`src/design/cdc_pkg.sv`:
```
`default_nettype none

package cdc_pkg;

    localparam int COUNT_BITS  = 16;
    localparam int DAY_COUNT_W = 16;
    localparam int CNT_W       = (COUNT_BITS < DAY_COUNT_W) ? COUNT_BITS : DAY_COUNT_W;
    localparam int CMP_W       = (CNT_W > 6) ? CNT_W : 6;

    localparam int OP_W      = 3;
    localparam int MONTH_W   = 4;
    localparam int DAY_W     = 5;
    localparam int YEAR_W    = 12;
    localparam int STATUS_W  = 2;
    localparam int CFG_IDX_W = 1;

    localparam logic [YEAR_W-1:0]  YEAR_TOP      = 12'd4095;
    localparam logic [YEAR_W-1:0]  RESET_YEAR    = 12'd1900;
    localparam logic [YEAR_W-1:0]  MIN_YEAR_RST  = 12'd1900;
    localparam logic [YEAR_W-1:0]  MAX_YEAR_RST  = 12'd2100;
    localparam logic [MONTH_W-1:0] JAN           = 4'd1;
    localparam logic [MONTH_W-1:0] FEB           = 4'd2;
    localparam logic [MONTH_W-1:0] DEC           = 4'd12;
    localparam logic [DAY_W-1:0]   DAY_ONE       = 5'd1;
    localparam logic [DAY_W-1:0]   LEAP_FEB_LEN  = 5'd29;
    localparam logic [DAY_W-1:0]   LAST_DEC_DAY  = 5'd31;

    // Month lengths indexed by month; codes outside 1 to 12 read as 31.
    localparam logic [DAY_W-1:0] MONTH_LEN [16] = '{
        5'd31, 5'd31, 5'd28, 5'd31, 5'd30, 5'd31, 5'd30, 5'd31,
        5'd31, 5'd30, 5'd31, 5'd30, 5'd31, 5'd31, 5'd31, 5'd31
    };

    localparam logic [CFG_IDX_W-1:0] REG_MIN_YEAR = 1'd0;
    localparam logic [CFG_IDX_W-1:0] REG_MAX_YEAR = 1'd1;

    typedef enum logic [OP_W-1:0] {
        OP_LOAD = 3'd0,
        OP_NEXT = 3'd1,
        OP_PREV = 3'd2,
        OP_ADD  = 3'd3,
        OP_SUB  = 3'd4
    } op_t;

    typedef enum logic [STATUS_W-1:0] {
        STAT_OK        = 2'd0,
        STAT_BAD_MONTH = 2'd1,
        STAT_BAD_YEAR  = 2'd2,
        STAT_BAD_DAY   = 2'd3
    } status_t;

    typedef enum logic {
        ST_IDLE = 1'b0,
        ST_BUSY = 1'b1
    } ctrl_state_t;

    typedef struct packed {
        logic [MONTH_W-1:0] month;
        logic [DAY_W-1:0]   day;
        logic [YEAR_W-1:0]  year;
    } date_t;

    // The quotient by 100 comes from a reciprocal multiply, exact for 12-bit years.
    function automatic logic is_leap(input logic [YEAR_W-1:0] y);
        logic [24:0]       prod;
        logic [5:0]        q;
        logic [YEAR_W-1:0] q100;
        logic              div100;
        prod   = 25'(y) * 25'(5243);
        q      = prod[24:19];
        q100   = YEAR_W'({q, 6'b0}) + YEAR_W'({q, 5'b0}) + YEAR_W'({q, 2'b0});
        div100 = (q100 == y);
        return (y[1:0] == 2'b00) && (!div100 || (q[1:0] == 2'b00));
    endfunction

    function automatic logic [DAY_W-1:0] days_in(input logic [MONTH_W-1:0] m,
                                                 input logic [YEAR_W-1:0] y);
        logic [DAY_W-1:0] len;
        len = MONTH_LEN[m];
        if (m == FEB && is_leap(y))
        begin
            len = LEAP_FEB_LEN;
        end
        return len;
    endfunction

endpackage

`default_nettype wire

```
`src/design/cdc_ifs.sv`:
```
`default_nettype none

interface cdc_in_if;
    import cdc_pkg::*;

    logic                   valid;
    logic                   ready;
    logic [OP_W-1:0]        operation;
    logic [MONTH_W-1:0]     new_month;
    logic [DAY_W-1:0]       new_day;
    logic [YEAR_W-1:0]      new_year;
    logic [DAY_COUNT_W-1:0] day_count;

    modport source (output valid, operation, new_month, new_day, new_year, day_count,
                    input ready);
    modport sink (input valid, operation, new_month, new_day, new_year, day_count,
                  output ready);
endinterface

interface cdc_out_if;
    import cdc_pkg::*;

    logic                valid;
    logic                ready;
    logic [MONTH_W-1:0]  cur_month;
    logic [DAY_W-1:0]    cur_day;
    logic [YEAR_W-1:0]   cur_year;
    logic [STATUS_W-1:0] status;

    modport source (output valid, cur_month, cur_day, cur_year, status, input ready);
    modport sink (input valid, cur_month, cur_day, cur_year, status, output ready);
endinterface

interface cdc_cfg_if;
    import cdc_pkg::*;

    logic                 valid;
    logic                 ready;
    logic [CFG_IDX_W-1:0] index;
    logic [YEAR_W-1:0]    data;

    modport source (output valid, index, data, input ready);
    modport sink (input valid, index, data, output ready);
endinterface

`default_nettype wire

```
`src/design/cdc_load_check.sv`:
```
`default_nettype none

module cdc_load_check (
    input  cdc_pkg::date_t             ld_date,
    input  logic [cdc_pkg::YEAR_W-1:0] min_year,
    input  logic [cdc_pkg::YEAR_W-1:0] max_year,
    output cdc_pkg::status_t           status
);
    import cdc_pkg::*;

    // Month first, then year, then day: the first failing check wins.
    always_comb
    begin
        if (ld_date.month < JAN || ld_date.month > DEC)
        begin
            status = STAT_BAD_MONTH;
        end
        else if (ld_date.year < min_year || ld_date.year > max_year)
        begin
            status = STAT_BAD_YEAR;
        end
        else if (ld_date.day == '0 || ld_date.day > days_in(ld_date.month, ld_date.year))
        begin
            status = STAT_BAD_DAY;
        end
        else
        begin
            status = STAT_OK;
        end
    end

endmodule

`default_nettype wire

```
`src/design/cdc_step_unit.sv`:
```
`default_nettype none

module cdc_step_unit (
    input  cdc_pkg::date_t            cur,
    input  logic                      fwd,
    input  logic [cdc_pkg::CNT_W-1:0] n,
    output cdc_pkg::date_t            nxt,
    output logic [cdc_pkg::CNT_W-1:0] n_next,
    output logic                      fin
);
    import cdc_pkg::*;

    logic [DAY_W-1:0]   len;
    logic [DAY_W-1:0]   rem;
    logic [MONTH_W-1:0] prev_month;
    logic [YEAR_W-1:0]  prev_year;
    logic [DAY_W-1:0]   prev_len;
    logic [CMP_W-1:0]   n_wide;

    // One pass moves the date by at most one month boundary.
    always_comb
    begin
        len        = days_in(cur.month, cur.year);
        rem        = (cur.day < len) ? (len - cur.day) : '0;
        prev_month = (cur.month > JAN) ? (cur.month - MONTH_W'(1)) : DEC;
        prev_year  = (cur.month > JAN) ? cur.year : (cur.year - YEAR_W'(1));
        prev_len   = days_in(prev_month, prev_year);
        n_wide     = CMP_W'(n);

        nxt    = cur;
        n_next = n;
        fin    = 1'b0;

        if (n == '0)
        begin
            fin = 1'b1;
        end
        else if (fwd)
        begin
            if (n_wide <= CMP_W'(rem))
            begin
                nxt.day = cur.day + DAY_W'(n);
                fin     = 1'b1;
            end
            else if (cur.month >= DEC && cur.year >= YEAR_TOP)
            begin
                nxt.month = DEC;
                nxt.day   = LAST_DEC_DAY;
                fin       = 1'b1;
            end
            else
            begin
                n_next  = CNT_W'(n_wide - CMP_W'(rem) - CMP_W'(1));
                nxt.day = DAY_ONE;
                if (cur.month < DEC)
                begin
                    nxt.month = cur.month + MONTH_W'(1);
                end
                else
                begin
                    nxt.month = JAN;
                    nxt.year  = cur.year + YEAR_W'(1);
                end
                fin = (n_next == '0);
            end
        end
        else
        begin
            if (n_wide < CMP_W'(cur.day))
            begin
                nxt.day = cur.day - DAY_W'(n);
                fin     = 1'b1;
            end
            else if (cur.month <= JAN && cur.year == '0)
            begin
                nxt.month = JAN;
                nxt.day   = DAY_ONE;
                fin       = 1'b1;
            end
            else
            begin
                n_next    = CNT_W'(n_wide - CMP_W'(cur.day));
                nxt.month = prev_month;
                nxt.year  = prev_year;
                nxt.day   = prev_len;
                fin       = (n_next == '0);
            end
        end
    end

endmodule

`default_nettype wire

```
`src/design/cdc_ctrl.sv`:
```
`default_nettype none

module cdc_ctrl (
    input  logic                       clk,
    input  logic                       rst_n,
    input  logic [cdc_pkg::YEAR_W-1:0] min_year,
    input  logic [cdc_pkg::YEAR_W-1:0] max_year,
    cdc_in_if.sink                     in_ch,
    cdc_out_if.source                  out_ch
);
    import cdc_pkg::*;

    ctrl_state_t      state_reg;
    ctrl_state_t      state_next;
    date_t            date_reg;
    date_t            date_next;
    logic [CNT_W-1:0] n_reg;
    logic [CNT_W-1:0] n_next;
    logic [OP_W-1:0]  op_reg;
    date_t            ld_date_reg;
    logic             out_valid_reg;
    date_t            out_date_reg;
    status_t          out_status_reg;

    logic             accept;
    logic             out_free;
    logic             out_load;
    logic [CNT_W-1:0] start_n;
    logic             fwd;
    status_t          ld_status;
    date_t            unit_date;
    logic [CNT_W-1:0] unit_n_next;
    logic             unit_fin;
    date_t            res_date;
    logic             res_fin;

    assign accept   = in_ch.valid && in_ch.ready;
    assign out_free = !out_valid_reg || out_ch.ready;
    assign fwd      = (op_reg == OP_NEXT) || (op_reg == OP_ADD);

    always_comb
    begin
        case (in_ch.operation)
            OP_NEXT, OP_PREV: start_n = CNT_W'(1);
            OP_ADD, OP_SUB:   start_n = in_ch.day_count[CNT_W-1:0];
            default:          start_n = '0;
        endcase
    end

    cdc_load_check u_load_check (
        .ld_date  (ld_date_reg),
        .min_year (min_year),
        .max_year (max_year),
        .status   (ld_status)
    );

    cdc_step_unit u_step_unit (
        .cur    (date_reg),
        .fwd    (fwd),
        .n      (n_reg),
        .nxt    (unit_date),
        .n_next (unit_n_next),
        .fin    (unit_fin)
    );

    always_comb
    begin
        if (op_reg == OP_LOAD)
        begin
            res_date = (ld_status == STAT_OK) ? ld_date_reg : date_reg;
            res_fin  = 1'b1;
        end
        else
        begin
            res_date = unit_date;
            res_fin  = unit_fin;
        end
    end

    assign in_ch.ready = (state_reg == ST_IDLE);

    always_ff @(posedge clk or negedge rst_n)
    begin
        if (!rst_n)
        begin
            state_reg <= ST_IDLE;
        end
        else
        begin
            state_reg <= state_next;
        end
    end

    // The final pass is held while the previous result is still waiting.
    always_comb
    begin
        state_next = state_reg;
        date_next  = date_reg;
        n_next     = n_reg;
        out_load   = 1'b0;
        case (state_reg)
            ST_IDLE:
            begin
                if (in_ch.valid)
                begin
                    state_next = ST_BUSY;
                end
            end
            ST_BUSY:
            begin
                if (!res_fin)
                begin
                    date_next = res_date;
                    n_next    = unit_n_next;
                end
                else if (out_free)
                begin
                    date_next  = res_date;
                    out_load   = 1'b1;
                    state_next = ST_IDLE;
                end
            end
            default:
            begin
                state_next = ST_IDLE;
            end
        endcase
    end

    always_ff @(posedge clk or negedge rst_n)
    begin
        if (!rst_n)
        begin
            date_reg.month <= JAN;
            date_reg.day   <= DAY_ONE;
            date_reg.year  <= RESET_YEAR;
            out_valid_reg  <= 1'b0;
        end
        else
        begin
            date_reg <= date_next;
            if (out_load)
            begin
                out_valid_reg <= 1'b1;
            end
            else if (out_ch.ready)
            begin
                out_valid_reg <= 1'b0;
            end
        end
    end

    always_ff @(posedge clk)
    begin
        if (accept)
        begin
            n_reg             <= start_n;
            op_reg            <= in_ch.operation;
            ld_date_reg.month <= in_ch.new_month;
            ld_date_reg.day   <= in_ch.new_day;
            ld_date_reg.year  <= in_ch.new_year;
        end
        else
        begin
            n_reg <= n_next;
        end
        if (out_load)
        begin
            out_date_reg   <= res_date;
            out_status_reg <= (op_reg == OP_LOAD) ? ld_status : STAT_OK;
        end
    end

    assign out_ch.valid     = out_valid_reg;
    assign out_ch.cur_month = out_date_reg.month;
    assign out_ch.cur_day   = out_date_reg.day;
    assign out_ch.cur_year  = out_date_reg.year;
    assign out_ch.status    = out_status_reg;

    a_date_legal : assert property (@(posedge clk) disable iff (!rst_n)
        (date_reg.month >= JAN) && (date_reg.month <= DEC) && (date_reg.day != '0))
        else $error("held date has an illegal month or day");

    a_idle_holds_date : assert property (@(posedge clk) disable iff (!rst_n)
        (state_reg == ST_IDLE) |=> (date_reg == $past(date_reg)))
        else $error("date changed while no item was in work");

    a_bad_load_holds : assert property (@(posedge clk) disable iff (!rst_n)
        (state_reg == ST_BUSY && op_reg == OP_LOAD && ld_status != STAT_OK)
        |=> $stable(date_reg))
        else $error("rejected load changed the date");

    a_finish_gives_result : assert property (@(posedge clk) disable iff (!rst_n)
        (state_reg == ST_BUSY && state_next == ST_IDLE) |=> out_valid_reg)
        else $error("finished item produced no result");

endmodule

`default_nettype wire

```
`src/design/calendar_date_counter_core.sv`:
```
// A load, a one-day step, a zero count or an unused code finishes in a single pass of
// the month-stepping unit; a count step repeats passes, crossing at most one month
// boundary in each, until its count is used up. The last pass waits while the output
// register still holds an unaccepted result. Throughput: one item at a time; the next
// item is taken once the last pass of the month-stepping unit has handed its result
// to the output register. Reset: date 1 January 1900, year limits 1900 to 2100.
`default_nettype none

module calendar_date_counter_core (
    input  logic      clk,
    input  logic      rst_n,
    cdc_in_if.sink    in_ch,
    cdc_out_if.source out_ch,
    cdc_cfg_if.sink   cfg
);
    import cdc_pkg::*;

    logic [YEAR_W-1:0] min_year_reg;
    logic [YEAR_W-1:0] max_year_reg;

    assign cfg.ready = 1'b1;

    always_ff @(posedge clk or negedge rst_n)
    begin
        if (!rst_n)
        begin
            min_year_reg <= MIN_YEAR_RST;
            max_year_reg <= MAX_YEAR_RST;
        end
        else if (cfg.valid)
        begin
            case (cfg.index)
                REG_MIN_YEAR: min_year_reg <= cfg.data;
                REG_MAX_YEAR: max_year_reg <= cfg.data;
                default:      ;
            endcase
        end
    end

    cdc_ctrl u_ctrl (
        .clk      (clk),
        .rst_n    (rst_n),
        .min_year (min_year_reg),
        .max_year (max_year_reg),
        .in_ch    (in_ch),
        .out_ch   (out_ch)
    );

endmodule

`default_nettype wire

```
`src/flat_wrapper.sv`:
```
// flat-port wrapper written by rule: the top's interface ports become plain ports
module calendar_date_counter_core_flat import cdc_pkg::*;
  (clk, rst_n, in_ch_valid, in_ch_operation, in_ch_new_month, in_ch_new_day, in_ch_new_year, in_ch_day_count, in_ch_ready, out_ch_valid, out_ch_cur_month, out_ch_cur_day, out_ch_cur_year, out_ch_status, out_ch_ready, cfg_valid, cfg_index, cfg_data, cfg_ready);
  cdc_in_if in_ch_i ();
  cdc_out_if out_ch_i ();
  cdc_cfg_if cfg_i ();
  input  logic clk;
  input  logic rst_n;
  input wire logic [$bits(in_ch_i.valid)-1:0] in_ch_valid;
  input wire logic [$bits(in_ch_i.operation)-1:0] in_ch_operation;
  input wire logic [$bits(in_ch_i.new_month)-1:0] in_ch_new_month;
  input wire logic [$bits(in_ch_i.new_day)-1:0] in_ch_new_day;
  input wire logic [$bits(in_ch_i.new_year)-1:0] in_ch_new_year;
  input wire logic [$bits(in_ch_i.day_count)-1:0] in_ch_day_count;
  output wire logic [$bits(in_ch_i.ready)-1:0] in_ch_ready;
  output wire logic [$bits(out_ch_i.valid)-1:0] out_ch_valid;
  output wire logic [$bits(out_ch_i.cur_month)-1:0] out_ch_cur_month;
  output wire logic [$bits(out_ch_i.cur_day)-1:0] out_ch_cur_day;
  output wire logic [$bits(out_ch_i.cur_year)-1:0] out_ch_cur_year;
  output wire logic [$bits(out_ch_i.status)-1:0] out_ch_status;
  input wire logic [$bits(out_ch_i.ready)-1:0] out_ch_ready;
  input wire logic [$bits(cfg_i.valid)-1:0] cfg_valid;
  input wire logic [$bits(cfg_i.index)-1:0] cfg_index;
  input wire logic [$bits(cfg_i.data)-1:0] cfg_data;
  output wire logic [$bits(cfg_i.ready)-1:0] cfg_ready;
  assign in_ch_i.valid = in_ch_valid;
  assign in_ch_i.operation = in_ch_operation;
  assign in_ch_i.new_month = in_ch_new_month;
  assign in_ch_i.new_day = in_ch_new_day;
  assign in_ch_i.new_year = in_ch_new_year;
  assign in_ch_i.day_count = in_ch_day_count;
  assign in_ch_ready = in_ch_i.ready;
  assign out_ch_valid = out_ch_i.valid;
  assign out_ch_cur_month = out_ch_i.cur_month;
  assign out_ch_cur_day = out_ch_i.cur_day;
  assign out_ch_cur_year = out_ch_i.cur_year;
  assign out_ch_status = out_ch_i.status;
  assign out_ch_i.ready = out_ch_ready;
  assign cfg_i.valid = cfg_valid;
  assign cfg_i.index = cfg_index;
  assign cfg_i.data = cfg_data;
  assign cfg_ready = cfg_i.ready;
  calendar_date_counter_core u_core (.clk(clk), .rst_n(rst_n), .in_ch(in_ch_i), .out_ch(out_ch_i), .cfg(cfg_i));
endmodule
```
`config.mk`:
```
export PLATFORM = sky130hd
export DESIGN_NAME = calendar_date_counter_core_flat
export DESIGN_NICKNAME = d
export VERILOG_FILES = /design/src/design/cdc_pkg.sv /design/src/design/cdc_ifs.sv /design/src/design/cdc_load_check.sv /design/src/design/cdc_step_unit.sv /design/src/design/cdc_ctrl.sv /design/src/design/calendar_date_counter_core.sv /design/src/flat_wrapper.sv
export SDC_FILE = /design/constraint.sdc
export NUM_CORES = 1
export LEC_CHECK = 0
export BUFFER_PORTS_ARGS = -buffer_cell sky130_fd_sc_hd__buf_2
export CAP_MARGIN = 30
export CORE_MARGIN = 2
export CORE_UTILIZATION = 55
export DETAILED_ROUTE_END_ITERATION = 6
export GPL_TIMING_DRIVEN = 0
export PLACE_DENSITY = 0.73
export SETUP_SLACK_MARGIN = 0.4
export SLEW_MARGIN = 20
export SYNTH_ARGS = -nofsm -noshare
export SYNTH_HDL_FRONTEND = slang
export SYNTH_SLANG_ARGS = --single-unit
```
`constraint.sdc`:
```
create_clock -name clk -period 14.6 [get_ports clk]
set_clock_uncertainty 0.2 [all_clocks]
set_input_delay 0 -clock clk [delete_from_list [all_inputs] [get_ports clk]]
set_output_delay 0 -clock clk [all_outputs]
set_load 0.005 [all_outputs]
```
; Word-level counts from Yosys, hierarchy flattened
; Memories as Yosys holds them, arrays and structs flattened.
; Cells that the tools add are included.
[totals]
register_bits = 110
input_bits = 58
mem_count = 3
romBits = 240
word_cells = 181
out_inout_bits = 26
[classes]
n_addsub = 16
multipliers = 3
eq_ne = 19
n_bitwise = 5
mux = 61
n_lt_le_gt_ge = 16
n_reduce_logical = 42
[mem_list]
columns = memory, words, width, read_ports, rd_ports_with_merged_regs, wr, line_no
row1 = (name not given), 16, 5, 1, 0, 0, cdc_pkg.sv:79  ; len = MONTH_LEN[m];
row2 = (name not given), 16, 5, 1, 0, 0, cdc_pkg.sv:79
row3 = (name not given), 16, 5, 1, 0, 0, cdc_pkg.sv:79
[op_table]
columns = op, n
row1 = 16-bit two-way mux, 9
row2 = 21-bit two-way mux, 6
row3 = 12-bit by 13-bit multiplier with 25-bit output (second input constant), 3
row4 = 12-bit two-way mux, 6
row5 = 5-bit two-way mux, 14
row6 = 16-bit zero test, 3
row7 = 12-bit by 11-bit adder with 12-bit output, 3
row8 = 12-bit by 8-bit adder with 12-bit output, 3
row9 = 12-bit equality test, 3
row10 = 16-bit case mux with 2 select lines, 1
row11 = 16-bit by 5-bit subtractor with 16-bit output, 2
row12 = 9-bit two-way mux, 2
row13 = 16-bit by 5-bit less-or-equal comparator with 1-bit output, 1
row14 = 16-bit by 5-bit < comparator with 1-bit output, 1
row15 = 4-bit two-way mux, 4
row16 = 16-bit by 1-bit subtractor with 16-bit output (second input constant), 1
row17 = 5-bit >= comparator (second input constant), 3
row18 = 1-bit two-way mux, 15
row19 = 4-bit inverter with 5-bit output, 3
row20 = 2-bit zero test, 7
row21 = 12-bit by 1-bit adder with 12-bit output (second input constant), 1
row22 = 4-bit by 2-bit equality test with 1-bit output (second input constant), 3
row23 = 12-bit >= comparator (second input constant), 1
row24 = 12-bit greater-than comparator, 1
row25 = other kinds (32), 66

; Longest topological paths before layout
[logic_depth]
word_depth = 22
depth_mapped = 49
depth_no_buf = 47

; By module
; Synthesis repeated with hierarchy kept, for this count alone.
[unflattened]
cells_unflattened = 1870
area_unflattened_um2 = 17777.0
[modules_own_cells]
columns = module, seq_area_each_um2, cells_each, n_inst, area_each_um2
row1 = cdc_step_unit, 0.0, 1105, 1, 9206.3
row2 = cdc_ctrl, 2478.6, 304, 1, 3841.2
row3 = cdc_load_check, 0.0, 407, 1, 3751.1
row4 = calendar_date_counter_core, 614.3, 54, 1, 978.4

; Worst setup path after synthesis
; No wires, ideal clock.
[synth_path]
path_kind = reg-to-reg
start = register u_core.u_ctrl.date_reg[6] (netlist name)
end = register u_core.u_ctrl.out_date_reg, in the netlist u_core.u_ctrl.out_ch.cur_day[0] (enable)
setup_ps = 404
required_time_ps = 13996
n_path_buf = 1
synth_period_minus_slack_ps = 11866
arrival_time_ps = 11262
stages_incl_launch_ff = 46
setup_slack_ps = 2734
path_cell_list = dfstp_2 clkbuf_1 inv_1 fa_1 fa_1 fa_1 inv_1 fa_1 inv_1 fa_1 inv_1 ha_1 a21o_1 a21o_1 a21oi_1 o211a_1 a21oi_1 a211o_1 (+10 left out) nor4_1 a31o_2 ha_1 inv_1 a21oi_1 a21oi_1 nor2_1 nand3_1 nand2b_1 ha_1 fa_1 a211oi_1 nor2_1 xor2_1 or4b_2 o31ai_1 nor3_1 nor2_1
[synth_between]
elab_chain_cells = 21
elab_cells_between_ends = 30
classes_between = 5 x add/sub / 1 x mul / 3 x order compare / 1 x eq/ne / 11 x mux / 9 x reduce/logical
[synth_rtl]
columns = element, line_no
row1 = start: declaration, cdc_ctrl.sv:15  ; date_t date_reg;
row2 = start signal: assignment, cdc_ctrl.sv:141  ; date_reg <= date_next;
row3 = 12-bit by 13-bit multiplier with 25-bit output, cdc_pkg.sv:69  ; prod = 25'(y) * 25'(5243);
row4 = 12-bit by 11-bit adder with 12-bit output, cdc_pkg.sv:71  ; q100 = YEAR_W'({q, 6'b0}) + YEAR_W'({q, 5'b0}) + YEAR_W'({q, 2'b0});
row5 = 12-bit by 8-bit adder with 12-bit output, cdc_pkg.sv:71
row6 = 12-bit equality test, cdc_pkg.sv:72  ; div100 = (q100 == y);
row7 = 1-bit zero test, cdc_pkg.sv:73  ; return (y[1:0] == 2'b00) && (!div100 || (q[1:0] == 2'b00));
row8 = 1-bit logical OR, cdc_pkg.sv:73
row9 = 1-bit logical AND, cdc_pkg.sv:73
row10 = 1-bit logical AND, cdc_pkg.sv:80  ; if (m == FEB && is_leap(y))
row11 = (+6 left out), -
row12 = 1-bit two-way mux, cdc_step_unit.sv:45  ; else if (cur.month >= DEC && cur.year >= YEAR_TOP)
row13 = 1-bit two-way mux, cdc_step_unit.sv:40  ; if (n_wide <= CMP_W'(rem))
row14 = 1-bit two-way mux (*), cdc_step_unit.sv:38  ; else if (fwd)
row15 = 1-bit two-way mux (*), cdc_step_unit.sv:34  ; if (n == '0)
row16 = 1-bit two-way mux (*), cdc_ctrl.sv:68  ; if (op_reg == OP_LOAD)
row17 = 1-bit two-way mux (*), cdc_ctrl.sv:111  ; if (!res_fin)
row18 = 1-bit two-way mux (*), cdc_ctrl.sv:101  ; case (state_reg)
row19 = named net u_core.u_ctrl.out_load, cdc_ctrl.sv:27  ; logic out_load;
row20 = end signal: assignment, cdc_ctrl.sv:169  ; out_date_reg <= res_date;
row21 = end: declaration, cdc_ctrl.sv:22  ; date_t out_date_reg;
; Mark *: on every way through the listed nets, which the timed path passes. The rest lies on a longest branch.
; A chain may end at the register's enable or synchronous reset.

; Final worst setup path
[layout_path]
start = register u_core.u_ctrl.date_reg[6] (netlist name)
end = register u_core.u_ctrl.out_date_reg, in the netlist u_core.u_ctrl.out_ch.cur_year[5] (enable)
; Same word-level chain as after synthesis.

==> flow_metrics.py <==
metrics = {
    "status": {
        "outcome": "finished clean",
    },
    "floorplan": {
        "die-area_sq_um": 32300,
        "fp-row-count": 64,
        "fp.dieH_um": 180,
        "start_util": 0.556,
        "ios": 84,
        "die_w_um": 180,
        "core_area_sq_um": 30500,
    },
    "cells_and_area": {
        "num-fill-cells": 2520,
        "final_cell_mix": "inv_1, ha_1, fa_1",
        "layout.nets": 2477,
        "multi_input_area_sq_um": 12400,
        "seq_area_sq_um": 3090,
        "layout-drive-gt1-share": 0.0929,
        "area_delta_synth_final_pct": 10.9,
        "layout_commonest_cell": "inv_1",
    },
    "timing": {
        "timing.fmax_mhz": 75.4,
        "holdWs_ps": 19.0,
        "final.min_clock_period_ps": 13270,
        "rsz0062_at_grt": "no",
        "setup_violations": 0,
        "hold_viol_final": 0,
        "final.setup.tns_ps": 0,
        "layout_worst_path_cycle_share": 0.909,
        "worstMarginPinSlew_ps": 953,
        "drv_slew": 0,
        "worst_slack_ps": 1330,
        "maxSlewHeadroom": 0.360,
    },
    "clock_network": {
        "cts_tree": "done",
        "clkSlewWorstSetupHoldPaths_ps": 80,
        "cts_buffers": 9,
        "cts_resized": 0,
        "clock_path_buffers": 2,
        "cts-root-buf": "clkbuf_16",
        "clkSinkCount": 110,
        "clock_latency_ps": 370,
        "ctsHtreeMaxLevel": 3,
    },
    "logic_synthesis": {
        "avgSynthCellArea_sq_um": 9.54,
        "synthArstFlopShare": 0.427,
        "seq_area_frac_synth": 0.182,
        "synth-main-ff-cell": "edfxtp_1",
        "syn_inst": 1778,
        "synth_area_sq_um": 17000,
        "ys_ff_latch": 110,
        "yosys_warnings": 0,
        "synth_cell_types": 85,
        "syn_nets": 2322,
        "synth_edf_count": 63,
    },
    "run": {
        "cap_violations": 0,
    },
    "placed_design": {
        "place_congestion": 0.981,
        "post-dp-hpwl_um": 35600,
        "dp_slack_ps": 1490,
        "portBuffers": 82,
    },
    "global_route": {
        "grt_pass1_vias": 14300,
        "grtUsageTotal": 0.280,
        "antenna_found_initial": 1,
        "grt_max_degree": 48,
        "gr-total-overflow": 0,
        "grt_pass1_wl_um": 73200,
    },
    "routing": {
        "first_pass_iters": 5,
        "routed_wl_um": 44600,
        "vias_per_cell": 5.84,
        "wl_per_cell_um": 19.1,
        "drtIter0Drc": 903,
        "antenna_left": 0,
        "drc_errors": 0,
        "vias": 13600,
    },
    "setup_path": {
        "crit_path_top_delay_cell": "nor2_4",
        "crit_top_cell": "fa_1",
        "arrival_ps": 13070,
        "required_ps": 14400,
        "worstPathMaxFanout": 24,
        "end_kind": "flip-flop",
        "crit_type": "reg2reg",
        "startpoint_type": "flip-flop",
        "max_stage_delay_ps": 690,
    },
    "min_path": {
        "min-delay-path-class": "in2async",
    },
}
## kinds of logic (layout without fill, tap and decap cells)
kind of cell | Yosys count | count (layout) | share of synthesized area
compound gates | 335 | 335 | 0.131
xor+xnor | 105 | 105 | 0.0558
fa+ha+maj | 486 | 486 | 0.424
buf+inv | 382 | 542 | 0.0862
flops | 110 | 110 | 0.182
mux | 32 | 32 | 0.0207
other cells | 1 | 2 | 0.000221
simple gates | 327 | 327 | 0.0996
## metrics by stage
step | cell area, sq um | util | instances
after floorplan | 17000 | - | 1778
after global placement | 17900 | 0.586 | 2256
after detailed placement | 17900 | 0.587 | 2258
after CTS | 18800 | 0.617 | 2334
after global routing | 18800 | 0.617 | 2335
final | 18800 | 0.617 | 2335
## what timing repair did
| action | in CTS | in global routing |
|---|---|---|
| buffers inserted | 0 | 0 |
| hold buffers | 60 | 0 |
| hold endpoints to repair | 113 | 0 |
## synthesized netlist by cell type (31+ instances only)
| master | instances | area (sq um) |
|---|---|---|
| inv_1 | 338 | 1270 |
| ha_1 | 337 | 4220 |
| fa_1 | 149 | 2980 |
| nand2_1 | 81 | 304 |
| a21oi_1 | 80 | 400 |
| o21ai_0 | 71 | 355 |
| nor2_1 | 67 | 251 |
| edfxtp_1 | 63 | 1890 |
| xnor2_1 | 61 | 534 |
| xor2_1 | 42 | 368 |
| a21o_1 | 33 | 248 |
| nor3_1 | 31 | 155 |
## worst paths after layout
| kind | depth (start not counted) | slack [ps] | to | from |
|---|---|---|---|---|
| setup / recovery | 45 | 1330 | u_core.u_ctrl.out_ch.cur_year[5] | u_core.u_ctrl.date_reg[6] |
| hold / removal | 2 | 20 | u_core.u_ctrl.out_ch.valid | rst_n |
| setup reg to reg | 45 | 1330 | u_core.u_ctrl.out_ch.cur_year[5] | u_core.u_ctrl.date_reg[6] |
| hold reg to reg | 2 | 320 | u_core.min_year_reg[3] | u_core.min_year_reg[3] |
| max in group asynchronous | 2 | 13720 | u_core.u_ctrl.date_reg[7] | rst_n |
| min in group clk | 4 | 110 | u_core.min_year_reg[11] | cfg_index |
## final cells by class
class                           instances  share of cell area
Antenna cell                            1            0.000133
Buffer                                 43              0.0102
Clock buffer                            9              0.0120
Clock inverter                          7             0.00459
Inverter                              339              0.0676
Multi-Input combinational cell       1286               0.660
Sequential cell                       110               0.164
Tap cell                              396              0.0263
Timing Repair Buffer                  144              0.0545
## critical path: cells and delay by family, from the launching register on
| kind | cells | cell delay [ps] |
|---|---|---|
| AO/OA/AOI/OAI | 17 | 3850 |
| XOR/XNOR | 3 | 510 |
| adder cells (fa/ha/maj) | 11 | 4670 |
| buffers and inverters | 7 | 1130 |
| flip-flops | 1 | 630 |
| AND/OR/NAND/NOR | 7 | 1880 |
## per-layer routing
| layer | track usage | wire length [um] | up-vias | part of all wire |
|---|---|---|---|---|
| li1 | - | - | 6411 | - |
| met1 | 0.380 | 19700 | 6614 | 0.44 |
| met2 | 0.470 | 21000 | 503 | 0.47 |
| met3 | 0.0320 | 2480 | 112 | 0.056 |
| met4 | 0.0907 | 1390 | 0 | 0.031 |
| met5 | 0 | 0 | - | 0 |
Power is not shown: default switching activity piles up to over one toggle a cycle in this logic, so the estimate is an artifact.
